==> config.mk <==
export PLATFORM = sky130hd
export DESIGN_NAME = ax25_kiss_frame_parser_unit
export DESIGN_NICKNAME = d
export VERILOG_FILES = /design/src/hw/rtl/ax25_kfp_pkg.sv /design/src/hw/rtl/ax25_kiss_frame_parser_unit.sv
export SDC_FILE = /design/constraint.sdc
export NUM_CORES = 1
export LEC_CHECK = 0
export ABC_CLOCK_PERIOD_IN_PS = 9300
export CORE_MARGIN = 5
export CORE_UTILIZATION = 37
export DETAILED_ROUTE_END_ITERATION = 8
export DONT_BUFFER_PORTS = 1
export PLACE_DENSITY_LB_ADDON = 0.12
export SLEW_MARGIN = 20
export SYNTH_ARGS = -nofsm -noshare
export SYNTH_HDL_FRONTEND = slang
export SYNTH_SLANG_ARGS = --single-unit
==> constraint.sdc <==
create_clock -name clock -period 9.3 [get_ports clock]
set_clock_uncertainty 0.2 [all_clocks]
set_input_delay 1.395 -clock clock [delete_from_list [all_inputs] [get_ports clock]]
set_output_delay 1.395 -clock clock [all_outputs]
set_load 0.02 [all_outputs]
==> src/hw/rtl/ax25_kfp_pkg.sv <==
// ----------------------------------------------------------------------------
// ax25_kfp_pkg
// Shared constants, codes and the byte-wide CRC step for the KISS/AX.25
// frame parser.
// ----------------------------------------------------------------------------
package ax25_kfp_pkg;

   // frame geometry
   localparam int MAX_FRAME_BYTES_DEF = 512;
   localparam int CALLSIGN_BYTES      = 6;
   localparam int POS_DST_SSID        = CALLSIGN_BYTES + 1;
   localparam int POS_SOURCE_SSID     = 2 * CALLSIGN_BYTES + 2;
   localparam int POS_CONTROL         = 2 * CALLSIGN_BYTES + 3;
   localparam int POS_PID             = 2 * CALLSIGN_BYTES + 4;
   localparam int HDR_PLUS_FCS        = POS_PID + 2;

   // crc
   localparam logic [15:0] CRC_GEN = 16'hA001;

   // csr map
   localparam int          CSR_ADDR_W      = 3;
   localparam logic        CSR_IDX_MIN_LEN = 1'b0;
   localparam logic        CSR_IDX_KISS    = 1'b1;
   localparam logic [6:0]  MIN_LEN_RESET   = 7'd18;
   localparam logic [3:0]  KISS_CODE_RESET = 4'd0;

   // byte roles
   typedef logic [3:0] role_type;
   localparam role_type ROLE_KISS        = 4'd0;
   localparam role_type ROLE_DEST_CALL   = 4'd1;
   localparam role_type ROLE_DST_SSID    = 4'd2;
   localparam role_type ROLE_SRC_CALL    = 4'd3;
   localparam role_type ROLE_SOURCE_SSID = 4'd4;
   localparam role_type ROLE_CONTROL     = 4'd5;
   localparam role_type ROLE_PID         = 4'd6;
   localparam role_type ROLE_INFO        = 4'd7;
   localparam role_type ROLE_NONE        = 4'd8;

   // error causes
   typedef logic [2:0] err_type;
   localparam err_type ERR_OK        = 3'd0;
   localparam err_type ERR_SHORT     = 3'd1;
   localparam err_type ERR_CRC       = 3'd2;
   localparam err_type ERR_NOT_DATA  = 3'd3;
   localparam err_type ERR_I_SHORT   = 3'd4;
   localparam err_type ERR_S_HAS_DAT = 3'd5;

   // frame kinds
   typedef logic [1:0] kind_type;
   localparam kind_type KIND_I = 2'd0;
   localparam kind_type KIND_S = 2'd1;
   localparam kind_type KIND_U = 2'd2;

   // verdict fields of one result beat
   typedef struct packed {
      err_type    error_cause;
      kind_type   frame_kind;
      logic       is_command;
      logic [2:0] receive_seq;
      logic [2:0] send_seq;
      logic       poll_final;
      logic [4:0] sub_type;
      logic [7:0] protocol_id;
   } verdict_type;

   // reflected crc-16, one byte
   function automatic logic [15:0] crc16_byte(input logic [15:0] crc, input logic [7:0] b);
      logic [15:0] c;
      c = crc ^ {8'h00, b};
      for (int i = 0; i < 8; i++) begin
         c = c[0] ? ((c >> 1) ^ CRC_GEN) : (c >> 1);
      end
      return c;
   endfunction

endpackage

==> src/hw/rtl/ax25_kiss_frame_parser_unit.sv <==
// ----------------------------------------------------------------------------
// ax25_kiss_frame_parser_unit
// Streaming KISS/AX.25 deframer: CRC check, two-byte holdback, role tagging
// and an end-of-frame verdict.
// ----------------------------------------------------------------------------
//  channel  | dir | tdata                              | tuser      | tlast
//  req_     | in  | frame_byte                         | -          | is_last
//  rsp_     | out | decoded_value + verdict fields     | byte_role  | end_of_frame
//  csr_     | in  | min_frame_bytes @0, kiss_data_code @4 (APB)
//
//  One beat per cycle in both directions while not stalled; an accepted byte is
//  processed as taken, registering the result for the byte two before it.
//  The result register is the only buffer: a new byte is taken whenever it is
//  empty or being drained in the same cycle.
//  Synchronous active-high reset clears the frame state and loads the csr defaults.
// ----------------------------------------------------------------------------
module ax25_kiss_frame_parser_unit #(
   parameter int MAX_FRAME_BYTES = ax25_kfp_pkg::MAX_FRAME_BYTES_DEF
) (
   input  logic                                 clock,
   input  logic                                 reset,
   // input byte stream
   input  logic                                 req_tvalid,
   output logic                                 req_tready,
   input  logic [7:0]                           req_tdata,  // [7:0] frame_byte
   input  logic                                 req_tlast,
   // result stream
   output logic                                 rsp_tvalid,
   input  logic                                 rsp_tready,
   // [7:0] decoded_value, [10:8] error_cause, [12:11] frame_kind,
   // [13] is_command, [16:14] receive_seq, [19:17] send_seq, [20] poll_final,
   // [25:21] sub_type, [33:26] protocol_id, [39:34] zero
   output logic [39:0]                          rsp_tdata,
   output logic [3:0]                           rsp_tuser,  // [3:0] byte_role
   output logic                                 rsp_tlast,  // end_of_frame
   // configuration
   input  logic                                 csr_psel,
   input  logic                                 csr_penable,
   input  logic                                 csr_pwrite,
   input  logic [ax25_kfp_pkg::CSR_ADDR_W-1:0]  csr_paddr,
   input  logic [31:0]                          csr_pwdata,
   output logic [31:0]                          csr_prdata,
   output logic                                 csr_pready
);
   import ax25_kfp_pkg::*;

   localparam int CNT_W = $clog2(MAX_FRAME_BYTES + 1);

   // csr
   logic [6:0]  min_len_ff, min_len_in;
   logic [3:0]  kiss_code_ff, kiss_code_in;
   logic        csr_wr;

   // frame state
   logic [15:0]      crc_ff, crc_in;
   logic [CNT_W-1:0] cnt_ff, cnt_in;
   logic [7:0]       held0_ff, held0_in, held1_ff, held1_in;
   logic [7:0]       kiss_ff, kiss_in, dssid_ff, dssid_in, sssid_ff, sssid_in;
   logic [7:0]       ctrl_ff, ctrl_in, pid_ff, pid_in;

   // output register
   logic        rsp_valid_ff, rsp_valid_in;
   logic [7:0]  rsp_val_ff, rsp_val_in;
   role_type    rsp_role_ff, rsp_role_in;
   logic        rsp_last_ff, rsp_last_in;
   verdict_type rsp_vd_ff, rsp_vd_in;

   logic        req_acc;
   logic        emit;
   role_type    role;
   logic [7:0]  dec_val;
   logic [15:0] crc_nxt;
   logic [CNT_W-1:0] len;
   verdict_type vd;

   // ---------------- configuration port ----------------
   assign csr_pready = 1'b1;
   assign csr_wr     = csr_psel && csr_penable && csr_pwrite && csr_pready;

   always_comb begin
      min_len_in   = min_len_ff;
      kiss_code_in = kiss_code_ff;
      if (csr_wr) begin
         case (csr_paddr[2])
            CSR_IDX_MIN_LEN: min_len_in   = csr_pwdata[6:0];
            CSR_IDX_KISS:    kiss_code_in = csr_pwdata[3:0];
            default: ;
         endcase
      end
   end

   always_comb begin
      case (csr_paddr[2])
         CSR_IDX_MIN_LEN: csr_prdata = {25'd0, min_len_ff};
         CSR_IDX_KISS:    csr_prdata = {28'd0, kiss_code_ff};
         default:         csr_prdata = 32'd0;
      endcase
   end

   // ---------------- byte path ----------------
   assign req_tready = !rsp_valid_ff || rsp_tready;
   assign req_acc    = req_tvalid && req_tready;

   always_comb begin
      emit = (cnt_ff >= CNT_W'(2)) || req_tlast;
      if (cnt_ff < CNT_W'(2))                                  role = ROLE_NONE;
      else if (cnt_ff == CNT_W'(2))                            role = ROLE_KISS;
      else if (cnt_ff <= CNT_W'(CALLSIGN_BYTES + 2))           role = ROLE_DEST_CALL;
      else if (cnt_ff == CNT_W'(POS_DST_SSID + 2))             role = ROLE_DST_SSID;
      else if (cnt_ff <  CNT_W'(POS_SOURCE_SSID + 2))          role = ROLE_SRC_CALL;
      else if (cnt_ff == CNT_W'(POS_SOURCE_SSID + 2))          role = ROLE_SOURCE_SSID;
      else if (cnt_ff == CNT_W'(POS_CONTROL + 2))              role = ROLE_CONTROL;
      else if (cnt_ff == CNT_W'(POS_PID + 2))                  role = ROLE_PID;
      else                                                     role = ROLE_INFO;

      case (role)
         ROLE_NONE:                        dec_val = 8'd0;
         ROLE_DEST_CALL, ROLE_SRC_CALL:    dec_val = {1'b0, held0_ff[7:1]};
         ROLE_DST_SSID, ROLE_SOURCE_SSID:  dec_val = {4'd0, held0_ff[4:1]};
         default:                          dec_val = held0_ff;
      endcase
   end

   assign crc_nxt = crc16_byte(crc_ff, req_tdata);

   always_comb begin
      kiss_in  = (cnt_ff == CNT_W'(0))               ? req_tdata : kiss_ff;
      dssid_in = (cnt_ff == CNT_W'(POS_DST_SSID))    ? req_tdata : dssid_ff;
      sssid_in = (cnt_ff == CNT_W'(POS_SOURCE_SSID)) ? req_tdata : sssid_ff;
      ctrl_in  = (cnt_ff == CNT_W'(POS_CONTROL))     ? req_tdata : ctrl_ff;
      pid_in   = (cnt_ff == CNT_W'(POS_PID))         ? req_tdata : pid_ff;
      len      = (cnt_ff < CNT_W'(MAX_FRAME_BYTES)) ? cnt_ff + CNT_W'(1) : cnt_ff;
   end

   // verdict from the state as updated by this byte
   always_comb begin
      vd = '0;
      if (16'(len) < 16'(min_len_ff)) begin
         vd.error_cause = ERR_SHORT;
      end else if (crc_nxt != 16'd0) begin
         vd.error_cause = ERR_CRC;
      end else if (!kiss_in[7] || (kiss_in[3:0] != kiss_code_ff)) begin
         vd.error_cause = ERR_NOT_DATA;
      end else begin
         vd.is_command = dssid_in[7] && !sssid_in[7];
         vd.poll_final = ctrl_in[4];
         if (!ctrl_in[0]) begin
            vd.frame_kind = KIND_I;
            if (len <= CNT_W'(HDR_PLUS_FCS)) begin
               vd.error_cause = ERR_I_SHORT;
            end else begin
               vd.receive_seq = ctrl_in[7:5];
               vd.send_seq    = ctrl_in[3:1];
               vd.protocol_id = pid_in;
            end
         end else if (!ctrl_in[1]) begin
            vd.frame_kind = KIND_S;
            if (len != CNT_W'(HDR_PLUS_FCS)) begin
               vd.error_cause = ERR_S_HAS_DAT;
            end else begin
               vd.receive_seq = ctrl_in[7:5];
               vd.sub_type    = {3'd0, ctrl_in[3:2]};
            end
         end else begin
            vd.frame_kind = KIND_U;
            vd.sub_type   = {ctrl_in[7:5], ctrl_in[3:2]};
         end
         if (vd.error_cause != ERR_OK) begin
            vd.poll_final = 1'b0;
         end
      end
   end

   // state next values
   always_comb begin
      crc_in   = crc_ff;
      cnt_in   = cnt_ff;
      held0_in = held0_ff;
      held1_in = held1_ff;
      if (req_acc) begin
         if (req_tlast) begin
            crc_in   = 16'd0;
            cnt_in   = '0;
            held0_in = 8'd0;
            held1_in = 8'd0;
         end else begin
            crc_in   = crc_nxt;
            cnt_in   = len;
            held0_in = held1_ff;
            held1_in = req_tdata;
         end
      end
   end

   // output register next values
   always_comb begin
      rsp_valid_in = rsp_valid_ff && !rsp_tready;
      rsp_val_in   = rsp_val_ff;
      rsp_role_in  = rsp_role_ff;
      rsp_last_in  = rsp_last_ff;
      rsp_vd_in    = rsp_vd_ff;
      if (req_acc && emit) begin
         rsp_valid_in = 1'b1;
         rsp_val_in   = dec_val;
         rsp_role_in  = role;
         rsp_last_in  = req_tlast;
         rsp_vd_in    = req_tlast ? vd : '0;
      end
   end

   always_ff @(posedge clock) begin
      if (reset) begin
         min_len_ff   <= MIN_LEN_RESET;
         kiss_code_ff <= KISS_CODE_RESET;
         crc_ff       <= 16'd0;
         cnt_ff       <= '0;
         held0_ff     <= 8'd0;
         held1_ff     <= 8'd0;
         kiss_ff      <= 8'd0;
         dssid_ff     <= 8'd0;
         sssid_ff     <= 8'd0;
         ctrl_ff      <= 8'd0;
         pid_ff       <= 8'd0;
         rsp_valid_ff <= 1'b0;
      end else begin
         min_len_ff   <= min_len_in;
         kiss_code_ff <= kiss_code_in;
         crc_ff       <= crc_in;
         cnt_ff       <= cnt_in;
         held0_ff     <= held0_in;
         held1_ff     <= held1_in;
         if (req_acc) begin
            kiss_ff  <= req_tlast ? 8'd0 : kiss_in;
            dssid_ff <= req_tlast ? 8'd0 : dssid_in;
            sssid_ff <= req_tlast ? 8'd0 : sssid_in;
            ctrl_ff  <= req_tlast ? 8'd0 : ctrl_in;
            pid_ff   <= req_tlast ? 8'd0 : pid_in;
         end
         rsp_valid_ff <= rsp_valid_in;
      end
   end

   always_ff @(posedge clock) begin
      rsp_val_ff  <= rsp_val_in;
      rsp_role_ff <= rsp_role_in;
      rsp_last_ff <= rsp_last_in;
      rsp_vd_ff   <= rsp_vd_in;
   end

   assign rsp_tvalid = rsp_valid_ff;
   assign rsp_tuser  = rsp_role_ff;
   assign rsp_tlast  = rsp_last_ff;
   assign rsp_tdata  = {6'd0, rsp_vd_ff.protocol_id, rsp_vd_ff.sub_type,
                        rsp_vd_ff.poll_final, rsp_vd_ff.send_seq,
                        rsp_vd_ff.receive_seq, rsp_vd_ff.is_command,
                        rsp_vd_ff.frame_kind, rsp_vd_ff.error_cause, rsp_val_ff};

   // ---------------- checks ----------------
   a_clear_after_last: assert property (@(posedge clock) disable iff (reset)
      (req_acc && req_tlast) |=> (cnt_ff == '0) && (crc_ff == 16'd0))
      else $error("frame state not cleared after last beat");

   a_count_bound: assert property (@(posedge clock) disable iff (reset)
      cnt_ff <= CNT_W'(MAX_FRAME_BYTES))
      else $error("byte count past saturation");

   a_mid_no_verdict: assert property (@(posedge clock) disable iff (reset)
      (rsp_valid_ff && !rsp_last_ff) |-> (rsp_vd_ff == '0))
      else $error("verdict fields set on mid-frame beat");

   a_early_err_clean: assert property (@(posedge clock) disable iff (reset)
      (rsp_valid_ff && rsp_last_ff &&
       (rsp_vd_ff.error_cause == ERR_SHORT || rsp_vd_ff.error_cause == ERR_CRC ||
        rsp_vd_ff.error_cause == ERR_NOT_DATA))
      |-> (rsp_vd_ff.frame_kind == KIND_I) && !rsp_vd_ff.is_command &&
          (rsp_vd_ff.sub_type == 5'd0) && (rsp_vd_ff.protocol_id == 8'd0))
      else $error("verdict detail present on header error");

   a_early_no_beat: assert property (@(posedge clock) disable iff (reset)
      (req_acc && !req_tlast && (cnt_ff < CNT_W'(2)) && rsp_tready) |=> !rsp_valid_ff)
      else $error("result emitted before any byte was released");

endmodule
After elaboration in Yosys (flattened, before gate mapping)
Index checks and enable logic that the tools add are counted.
{"block": "word_totals", "n_memories": 0, "output_inout_bits": 80, "mem_bits_rw": 0, "latch_bits": 0, "reg_bits": 116, "romBits": 0}
{"block": "op_classes", "n_shift": 0, "add_sub_neg": 1, "bitwise_logic": 12, "n_lt_le_gt_ge": 7, "n_div": 0, "muxes": 51, "mul": 0, "n_reduce_logical": 25, "eq_ne": 15}
{"op": "two-way mux 16 bit", "count": 9}
{"op": "two-way mux 8 bit", "count": 12}
{"op": "one-hot mux 32 bit (2 select lines)", "count": 1}
{"op": "equality test 10 x 4 -> 1 bit, second input constant", "count": 3}
{"op": "equality test 10 x 5 -> 1 bit, second input constant", "count": 3}
{"op": "two-way mux 5 bit", "count": 5}
{"op": "two-way mux 3 bit", "count": 8}
{"op": "inverter 2 -> 3 bit", "count": 8}
{"op": "one-hot mux 8 bit (3 select lines)", "count": 1}
{"op": "two-way mux 10 bit", "count": 2}
{"op": "nonzero test 16 bit", "count": 1}
{"op": "bitwise XOR 16 x 8 -> 16 bit", "count": 1}
{"op": "two-way mux 2 bit", "count": 6}
{"op": "two-way mux 4 bit", "count": 3}
{"op": "adder 10 x 1 -> 10 bit, second input constant", "count": 1}
{"op": "equality test 10 x 2 -> 1 bit, second input constant", "count": 1}
{"op": "equality test 10 x 3 -> 1 bit, second input constant", "count": 1}
{"op": ">= comparator 10 x 2 -> 1 bit, second input constant", "count": 1}
{"op": "less-or-equal comparator 10 x 4 -> 1 bit, second input constant", "count": 1}
{"op": "less-or-equal comparator 10 x 5 -> 1 bit, second input constant", "count": 1}
{"op": "zero test 10 bit", "count": 1}
{"op": "less-than comparator 10 bit, second input constant", "count": 1}
{"op": "less-than comparator 10 x 2 -> 1 bit, second input constant", "count": 1}
{"op": "less-than comparator 10 x 5 -> 1 bit, second input constant", "count": 1}
{"op": "19 further kinds", "count": 38}

Longest topological paths before layout
{"block": "logic_depth", "depth_word": 23, "depth_mapped": 14}

Least setup slack after synthesis
Ideal clock, no wire load.
{"block": "synth_timing", "path_type": "in2reg", "start": "input port req_tdata[3]", "end": "register rsp_vd_ff, in the netlist rsp_tdata[20], data pin", "setup_ps": 149, "arrival_ps": 4034, "cell_stages": 11, "required_ps": 8951, "slack_ps": 4916, "cell_sequence": "xnor2_1 > xor2_1 > xor2_1 > xnor2_1 > xnor2_1 > ha_1 > xor3_1 > mux2i_2 > nand4_4 > buf_6 > nor3b_2"}
{"block": "synth_via", "elab_chain_len": 13, "elab_cells_between_ends": 18, "cone_classes": "1 x eq/ne; 9 x mux; 5 x bitwise; 3 x reduce/logical"}
{"item": "start: declaration", "line_no": "ax25_kiss_frame_parser_unit.sv:25", "rtl": "input logic [7:0] req_tdata,"}
{"item": "bitwise XOR 16 x 8 -> 16 bit", "line_no": "ax25_kfp_pkg.sv:69", "rtl": "c = crc ^ {8'h00, b};"}
{"item": "two-way mux 16 bit (2 in a row)", "line_no": "ax25_kfp_pkg.sv:71", "rtl": "c = c[0] ? ((c >> 1) ^ CRC_GEN) : (c >> 1);"}
{"item": "inverter 2 -> 3 bit (no line)"}
{"item": "two-way mux 16 bit (3 in a row)", "line_no": "ax25_kfp_pkg.sv:71"}
{"item": "two-way mux 16 bit or inverter 2 -> 3 bit (tied branches) (2 in a row)"}
{"item": "inverter 2 -> 3 bit (no line) or two-way mux 16 bit (tied branches)"}
{"item": "two-way mux 16 bit", "line_no": "ax25_kfp_pkg.sv:71"}
{"item": "nonzero test 16 bit", "line_no": "ax25_kiss_frame_parser_unit.sv:140", "rtl": "end else if (crc_nxt != 16'd0) begin"}
{"item": "OR reduction 5 bit (no line) *"}
{"item": "end signal: assignment", "line_no": "ax25_kiss_frame_parser_unit.sv:247", "rtl": "rsp_vd_ff <= rsp_vd_in;"}
{"item": "end: declaration", "line_no": "ax25_kiss_frame_parser_unit.sv:66", "rtl": "verdict_type rsp_vd_ff, rsp_vd_in;"}
Mark *: on every way between the ends. The rest lies on a longest branch, timed or not. The select of a mux whose other input is x is not followed.
A chain may end at the register's enable or synchronous reset.

Final worst setup path
{"block": "layout_timing", "start": "input port req_tdata[2]", "end": "register rsp_vd_ff, in the netlist rsp_tdata[21], data pin"}
{"block": "layout_via", "elab_chain_len": 13, "elab_cells_between_ends": 22, "cone_classes": "1 x eq/ne; 12 x mux; 6 x bitwise; 3 x reduce/logical"}
{"item": "bitwise XOR 16 x 8 -> 16 bit", "line_no": "ax25_kfp_pkg.sv:69"}
{"item": "two-way mux 16 bit", "line_no": "ax25_kfp_pkg.sv:71"}
{"item": "inverter 2 -> 3 bit (no line)"}
{"item": "two-way mux 16 bit (3 in a row)", "line_no": "ax25_kfp_pkg.sv:71"}
{"item": "two-way mux 16 bit or inverter 2 -> 3 bit (tied branches) (3 in a row)"}
{"item": "inverter 2 -> 3 bit (no line) or two-way mux 16 bit (tied branches)"}
{"item": "two-way mux 16 bit", "line_no": "ax25_kfp_pkg.sv:71"}
{"item": "nonzero test 16 bit", "line_no": "ax25_kiss_frame_parser_unit.sv:140"}
{"item": "OR reduction 5 bit (no line)"}
Parallel ways exist; a longest one is shown, timed or not. The select of a mux whose other input is x is not followed.

==> results by group <==
Status
  • Status: finished, final reports clean

Cells and area
  • Final #Nets: about 690
  • Share of layout cells above drive strength 1: a little over a tenth
  • Fillers: between 1,500 and 2,000
  • Synthesis-to-layout area growth: 9.46%
  • Non-Filler Instances: about 860
  • Most frequent cells in the layout: 87 x nor2_1, 77 x dfxtp_1, 41 x a21oi_1, 39 x edfxtp_1
  • Antenna Diode Count: 0
  • Final core occ: between 40% and 50%
  • Commonest non-fill, non-tap cell in the layout: nor2_1
  • Final instance area: about 6700 sq um

Critical path
  • Worst Setup End Kind: flop
  • Highest net fanout along the worst path: 24
  • CP startpoint kind: input pin
  • CP Class: in -> reg
  • Critical Path AT: between 4 and 5 ns
  • CP required: just over 9 ns

Global route
  • Vias in the first global route: ~4,500
  • First-pass GRT wire length: ~25 mm
  • Met1 GRT Util: 21.2%
  • Most used routing layer: met2
  • Grt ovf: 0
  • M3 GR Usage: ~5.2%
  • GR Util met2: 25.0%
  • Initial antenna violation count: 0
  • Gr usage total: between 10% and 20%
  • Pin count of the biggest net entering global routing: 79

Clock network
  • Clk slew on worst S/H paths: approximately 0.05 ns
  • CTS H-tree depth: 4
  • Post_cts resized: 0
  • Clock latency on the worst-skew pair: approximately 0.42 ns
  • Postcts setup bufs: 0
  • Clk sinks: ~120
  • CTS Buffer Depth: 2
  • Hold-fix buffers, CTS: 0
  • CTS tree: done
  • CTS buffer count: 17
  • Clk root buf: clkbuf_16

Floorplan
  • IO Pins: between 100 and 150
  • Die Span Y: around 140 microns
  • Starting density of the core: 37.4%
  • DIE AREA: 19,300 sq um
  • Die Span X: between 100 and 150 microns
  • # rows: 47
  • Core area: about 16,000 sq um

Route
  • Post-DRT Antenna Nets: 0
  • Iteration-0 DRC count of the detailed router: just over 300
  • Pre-antenna DRT Iters: 4
  • Routed wire per std cell: between 15 and 20 microns
  • Remaining DRCs: 0
  • Vias per cell: between 5 and 6
  • Total wire length: about 15 mm
  • Via count: about 4,500

Logic synthesis
  • Synthesized flop and latch total: ~120
  • Seq/Total Area, Yosys: between 40 and 50%
  • Top FF cell, synth: dfxtp_1
  • Cell taking the most area after synthesis: dfxtp_1
  • Area contributors post-synth: dfxtp_1 25%, edfxtp_1 19%, nor2_1 5.4%
  • Ys async rst share: 0%
  • Post-synthesis instance area: approximately 6200 sq um
  • Post-synth top area share: between 20% and 30%
  • Synth unique cells: 65
  • Yosys warnings: 0
  • Mapped Cells: between 600 and 700
  • Syn Area/Cell: ~9.5 sq um
  • EDFF count, synth: 39

STA
  • Slew margin rel.: 43.0%
  • Unrepaired setup endpoints after global routing: false
  • Tcrit/Tclk final: 52.0%
  • Setup Viol. Count Final: 0
  • Fin Hold WS: 0.247 ns
  • Final count of hold timing violations: 0
  • Min Clock Period, post-route: 4.84 ns
  • Max-slew violation count: 0
  • Worst Tran Pin Value: about 0.85 ns
  • Setup TNS Final: 0 ns
  • Worst setup margin: between 4 and 5 ns
  • Fmax: between 200 and 250 MHz

Placement
  • Cell area after placement: approximately 6000 sq um
  • Inst Count DP: approximately 830
  • Post-DP HPWL: between 10 and 15 mm
  • Placer congestion estimate: about 0.8
  • DP Worst Slack: roughly 4.1 ns
  • Port Buf Inserts: 0

Worst hold path
  • Hold crit path type: reg -> reg

Power
  • VDD IR-drop max: about 0.13 mV
  • Pwr Density: ~200 nW/um^2
  • Pleak: between 2 and 3 nW
  • Total power: around 1.3 mW

Flow run
  • Max-cap violations: 0
metal layers:
layer,routed length (microns),vias up
met4,225,0
met3,949,12
met1,7190,2151
li1,-,2199
met5,0,-
met2,6960,135
cell usage after synthesis (all sizes together) (3+ instances only):
| cell | number |
|---|---|
| mux2i | 29 |
| nand3 | 13 |
| a41oi | 3 |
| nor2 | 88 |
| nand2 | 32 |
| nand4b | 3 |
| xor2 | 12 |
| dfxtp | 77 |
| clkbuf | 30 |
| and3 | 16 |
| a31oi | 4 |
| nand2b | 10 |
| a22oi | 24 |
| nor2b | 14 |
| a21boi | 3 |
| o21ai | 16 |
| xnor2 | 18 |
| nand3b | 7 |
| nand4 | 10 |
| and2 | 9 |
| ha | 12 |
| mux2 | 4 |
| nor3 | 19 |
| nor4 | 9 |
| edfxtp | 39 |
| a21oi | 41 |
| a22o | 3 |
| buf | 44 |
| or3 | 4 |
| inv | 22 |
critical path, cell delays in order:
cell	delay, ns
xnor2_1	0.24
xor2_1	0.46
xor2_1	0.15
xnor2_1	0.29
xnor2_1	0.19
ha_1	0.18
nor4b_1	0.27
nand4_1	0.17
nor4_2	0.51
nand4_4	0.51
nor4_1	0.44
final cells by class:
class	count	area, sq um	share of cell area (%)
clock buffer	20	458	6.79
clock inverter	12	128	1.89
inverter	22	82.6	1.22
multi-input combinational	469	3060	45.4
sequential	116	2710	40.2
tap	220	275	4.08
timing repair buffer	4	30.0	0.445
state kept, by name, indices dropped and copies added, names as in the netlist, 5 cells and up:
register / cells
ctrl_ff: 8
rsp_val_ff: 8
held1_ff: 8
crc_ff: 16
rsp_tdata: 26
kiss_ff: 5
held0_ff: 8
min_len_ff: 7
pid_ff: 8
cnt_ff: 10
report_power, final:
group          switching [mW]  leakage [nW]  total, mW  internal (mW)
Combinational          0.0822          1.30      0.135         0.0526
Clock                   0.230         0.278      0.639          0.409
Sequential             0.0187         0.999      0.560          0.541
Total                   0.331          2.57       1.33           1.00
path summary, 6_finish.rpt:
| check | slack (ns) | from | cells past startpoint | end |
|---|---|---|---|---|
| hold / removal | 0.25 | held1_ff[0]$_SDFFE_PP0P_ | 2 | held1_ff[0]$_SDFFE_PP0P_ |
| hold reg to reg | 0.25 | held1_ff[0]$_SDFFE_PP0P_ | 2 | held1_ff[0]$_SDFFE_PP0P_ |
| setup reg to reg | 5.09 | crc_ff[3]$_SDFFE_PP0P_ | 11 | rsp_tdata[21]$_SDFFCE_PP0P_ |
| setup / recovery | 4.46 | req_tdata[2] | 11 | rsp_tdata[21]$_SDFFCE_PP0P_ |
kinds of logic (layout without fill, tap and decap cells):
logic type,after synthesis,after routing,synth area share [%]
XOR/XNOR,31,31,4.65
other,2,32,0.122
adder cells (fa/ha/maj),12,12,2.44
buffers and inverters,96,58,8.20
AND/OR/NAND/NOR,244,244,22.4
flip-flops,116,116,44.0
multiplexers,33,33,5.56
AO/OA/AOI/OAI,117,117,12.7
Note: power is estimated with default switching activity, not from simulation.
